### config.mk
export PLATFORM = sky130hd
export DESIGN_NAME = pgv_cfg_regs
export DESIGN_NICKNAME = d
export VERILOG_FILES = /design/src/hw/rtl/pgv_pkg.sv /design/src/hw/rtl/pgv_cfg_regs.sv
export SDC_FILE = /design/constraint.sdc
export NUM_CORES = 1
export LEC_CHECK = 0
export CAP_MARGIN = 40
export CORE_ASPECT_RATIO = 1.4
export CORE_MARGIN = 2
export CORE_UTILIZATION = 55
export DETAILED_ROUTE_END_ITERATION = 7
export DONT_BUFFER_PORTS = 1
export PLACE_DENSITY_LB_ADDON = 0.15
export SLEW_MARGIN = 15
export SYNTH_ARGS = -nofsm -noshare
export SYNTH_HDL_FRONTEND = slang
export SYNTH_SLANG_ARGS = --single-unit
export TNS_END_PERCENT = 50
### constraint.sdc
create_clock -name i_clk -period 3.73 [get_ports i_clk]
set_input_delay 0.746 -clock i_clk [delete_from_list [all_inputs] [get_ports i_clk]]
set_output_delay 0.746 -clock i_clk [all_outputs]
set_load 0.005 [all_outputs]
### src/hw/rtl/pgv_pkg.sv
// Shared types and constants of the pixel gradient and vignette block.
// Holds the configuration register layout, its indexes and reset values.
// Depends on nothing; every other file imports it.
`default_nettype none

package pgv_pkg;

    // Payload widths of the pixel stream.
    localparam int PIX_W   = 8;
    localparam int COORD_W = 12;

    // Configuration port geometry.
    localparam int CFG_IDX_W  = 3;
    localparam int CFG_DATA_W = 40;

    // Register indexes on the configuration port.
    localparam logic [CFG_IDX_W-1:0] CFG_GRADIENT_AMP      = 3'd0;
    localparam logic [CFG_IDX_W-1:0] CFG_VIG_GAIN          = 3'd1;
    localparam logic [CFG_IDX_W-1:0] CFG_GRAD_COS          = 3'd2;
    localparam logic [CFG_IDX_W-1:0] CFG_GRAD_SIN          = 3'd3;
    localparam logic [CFG_IDX_W-1:0] CFG_FRAME_WIDTH       = 3'd4;
    localparam logic [CFG_IDX_W-1:0] CFG_FRAME_HEIGHT      = 3'd5;
    localparam logic [CFG_IDX_W-1:0] CFG_INV_DIAGONAL      = 3'd6;
    localparam logic [CFG_IDX_W-1:0] CFG_INV_RADIUS_NORM   = 3'd7;

    // Register values after reset.
    localparam logic [15:0]        RST_GRADIENT_AMP      = 16'd0;
    localparam logic [15:0]        RST_VIG_GAIN          = 16'd0;
    localparam logic signed [15:0] RST_GRAD_COS          = 16'sd16384;
    localparam logic signed [15:0] RST_GRAD_SIN          = 16'sd0;
    localparam logic [12:0]        RST_FRAME_WIDTH       = 13'd640;
    localparam logic [12:0]        RST_FRAME_HEIGHT      = 13'd480;
    localparam logic [23:0]        RST_INV_DIAGONAL      = 24'd20972;
    localparam logic [39:0]        RST_INV_RADIUS_NORM   = 40'd1832519;

    // The full set of configuration registers.
    typedef struct packed {
        logic [15:0]        gradient_amp;
        logic [15:0]        vig_gain;
        logic signed [15:0] grad_cos;
        logic signed [15:0] grad_sin;
        logic [12:0]        frame_width;
        logic [12:0]        frame_height;
        logic [23:0]        inv_diagonal;
        logic [39:0]        inv_radius_norm;
    } t_cfg;

endpackage

`default_nettype wire

### src/hw/rtl/pgv_cfg_regs.sv
// Configuration register file of the pixel gradient and vignette block.
// Depends on pgv_pkg for the register layout, indexes and reset values.
`default_nettype none

module pgv_cfg_regs (
    input  wire logic                           i_clk,
    input  wire logic                           i_rst_n,
    input  wire logic                           i_we,
    input  wire logic [pgv_pkg::CFG_IDX_W-1:0]  i_idx,
    input  wire logic [pgv_pkg::CFG_DATA_W-1:0] i_data,
    output pgv_pkg::t_cfg                       o_cfg
);
    import pgv_pkg::*;

    t_cfg r_cfg;

    // Each write loads the low bits of the data into the addressed register.
    always_ff @(posedge i_clk) begin
        if (!i_rst_n) begin
            r_cfg.gradient_amp      <= RST_GRADIENT_AMP;
            r_cfg.vig_gain          <= RST_VIG_GAIN;
            r_cfg.grad_cos          <= RST_GRAD_COS;
            r_cfg.grad_sin          <= RST_GRAD_SIN;
            r_cfg.frame_width       <= RST_FRAME_WIDTH;
            r_cfg.frame_height      <= RST_FRAME_HEIGHT;
            r_cfg.inv_diagonal      <= RST_INV_DIAGONAL;
            r_cfg.inv_radius_norm   <= RST_INV_RADIUS_NORM;
        end else if (i_we) begin
            case (i_idx)
                CFG_GRADIENT_AMP:      r_cfg.gradient_amp      <= i_data[15:0];
                CFG_VIG_GAIN:          r_cfg.vig_gain          <= i_data[15:0];
                CFG_GRAD_COS:          r_cfg.grad_cos          <= i_data[15:0];
                CFG_GRAD_SIN:          r_cfg.grad_sin          <= i_data[15:0];
                CFG_FRAME_WIDTH:       r_cfg.frame_width       <= i_data[12:0];
                CFG_FRAME_HEIGHT:      r_cfg.frame_height      <= i_data[12:0];
                CFG_INV_DIAGONAL:      r_cfg.inv_diagonal      <= i_data[23:0];
                CFG_INV_RADIUS_NORM:   r_cfg.inv_radius_norm   <= i_data[39:0];
                default: begin
                end
            endcase
        end
    end

    assign o_cfg = r_cfg;

endmodule

`default_nettype wire

==> summary.txt <==
Worst setup path
  • FF-to-FF path depth: 2
  • CP arrival: 0.81 ns
  • R2R Path End: o_cfg[42]
  • CP max FO: 2
  • CP Class: register to output port
  • Crit end category: output port
  • CP Launch Type: register
  • Required time worst endpoint: 2.98 ns
  • Worst r2r src: o_cfg[42]
  • Reg2Reg Setup Slack: 3.05 ns
  • Cell count along the critical path: 0
  • Crit path from: o_cfg[145]
  • CP Capture Point: o_cfg[145]

Drt
  • DRC errors left: 0
  • Vias per cell: 5.44
  • DR pass1 iterations: 4
  • Wire per inst: 19.0 um
  • Via count: 3855
  • DR iter-0 viols: 95
  • Final ANT Viol Nets: 0
  • Routed Wire Length: 13.5 mm

Layout
  • Design area: 6490 um2
  • Nets: 604
  • ANT cells: 0
  • Max reg flops: 154
  • Area grow syn2layout: 10.7%
  • Proportion of layout cells with a drive suffix above 1: 6.48%
  • Fin util: 62.4%

Synthesis
  • Top FF cell, synth: dfxtp_1
  • EDFF count, synth: 0
  • FF+latch count, synth: 154
  • Asr flop ratio synth: 0%
  • Synth top area cells: dfxtp_1 (53%), mux2i_1 (26%), nand2_1 (11%)
  • Most frequent cells after synthesis: nand2_1 (165), dfxtp_1 (154), mux2i_1 (154), nor2b_1 (47), clkbuf_1 (25)
  • Post-synth top area share: 52.6%
  • Post-Synthesis Cells: 576
  • Syn avg cell area: 10.2 um2
  • Top-count cell post-synth: nand2_1
  • Ys Warns: 0
  • Post-synth top area cell: dfxtp_1
  • Netlist cell types: 16
  • Seq/Total Area, Yosys: 52.6%
  • Synth Net Count: 622
  • Synth Cell Area: 5860 um2

CTS
  • Clock Tree Buf Depth: 2
  • Clk slew on worst S/H paths: 0.06 ns
  • Htree depth: 4
  • Post-CTS sizing: 0
  • Insertion delay to the later sink of the worst-skew pair: 0.41 ns
  • CTS tree: done
  • Clock sinks: 154
  • Cts bufs inserted: 17
  • # hold bufs at CTS: 0
  • Root Driver: clkbuf_16
  • Number of post-CTS setup repair buffers: 0

Floorplan
  • Row count: 44
  • Core ar.: 10400 um2
  • IO Pins: 200
  • Die height: 126 um
  • DIE AREA: 11500 um2
  • Initial core utilization: 56.4%
  • Die Wd: 91.3 um

Placed design
  • Dpl cell area: 5890 um2
  • PortBufs: 0
  • Routability cong.: 0.756
  • Dpl hpwl: 9.39 mm

GRT
  • Largest net degree at the start of global routing: 213
  • Initial antenna violation count: 0
  • Overflow after GRT: 0
  • Vias in the first global route: 3847
  • Total Routing Usage GR: 23.7%
  • First-pass GRT wire length: 20.9 mm

Power and ir drop
  • Sw Pwr: 747 uW
  • Peak VDD IR: 0.000297 V
  • Sequential power share: 48.5%
  • Comb pwr share: 3.5%
  • Cell Pwr Density: 544 nW/um2
  • LEAKAGE: 0.00290 uW
  • Internal Power: 2790 uW
  • Clock group share of total power: 48.1%
  • Switching share of power: 21.1%

Run
  • Max-Cap Viols: 0

Timing
  • Slew headroom: 46.9%
  • Fin. Hold Viols: 0
  • Setup_tns: 0 ns
  • Final clock skew: 0 ns
  • RSZ-0062 raised after global routing: no
  • Setup violators final: 0
  • Tcrit/Tclk final: 41.7%
  • Peak Freq: 643 MHz
  • Min cycle time layout: 1.56 ns
  • Slew @ Worst Pin: 0.792 ns
  • Pins Over Slew Limit: 0

Worst hold path
  • HP Class: input pin to register
  • Critical hold path startpoint: i_data[31]

Run status
  • Status: complete, no violations
## final cells by class
cell class / count / area (um2)
clock inverters: 12 / 150
clock buffers: 20 / 437
multi-input cells: 378 / 2580
well taps: 138 / 173
fillers: 843 / 3910
flip-flops and latches: 154 / 3080
repair buffers: 7 / 67.6
## power by group through the flow
stage               logic (uW)  clock network (uW)  registers [uW]
finish                     122                1700            1710
global route               134                1800            1720
CTS                        124                1730            1710
detailed placement         124                   0            1750
global placement           119                   0            1750
floorplan                  128                   0            1740
## kinds of logic (layout without fill, tap and decap cells)
group / after synthesis / after routing / share of synthesized area (%)
flip-flops: 154 / 154 / 52.6
buffers and inverters: 44 / 39 / 3.63
AND/OR/NAND/NOR: 224 / 224 / 17.5
multiplexers: 154 / 154 / 26.3
## metal layers
layer	vias up	track usage [%]	wire length (um)
li1	1868	-	-
met1	1808	26.4	5300
met2	156	39.5	6640
met3	23	9.69	1230
met4	0	10.7	318
met5	-	0	0
## through the flow
step,instances,setup WS (ns),hold WS (ns),power (uW)
6_report,709,2.17,0.473,3530
5_1_grt,709,2.14,0.465,3650
4_1_cts,708,2.06,0.455,3570
3_5_place_dp,676,1.62,0.466,1870
3_3_place_gp,674,1.66,0.461,1870
2_1_floorplan,576,1.88,0.451,1870
## cell usage in the layout (no fill, tap or decap), drive strengths merged
cell type	instances
nand4b	3
dfxtp	154
nor4bb	2
nand4	1
or4b	1
nand2	165
mux2i	154
nand4bb	2
and4	1
buf	7
clkinvlp	3
and4b	2
clkbuf	20
bufinv	3
nor2b	47
clkinv	6
## worst min-delay path by stage
stage,end,slack (ns),cells after the start
after detailed placement,o_cfg[130],0.47,2
after global routing,o_cfg[57],0.47,2
after global placement,o_cfg[28],0.46,2
final,o_cfg[31],0.47,2
after CTS,o_cfg[26],0.46,2
after floorplan,o_cfg[122],0.45,2
No activity file was read; power rests on OpenSTA's default activity.
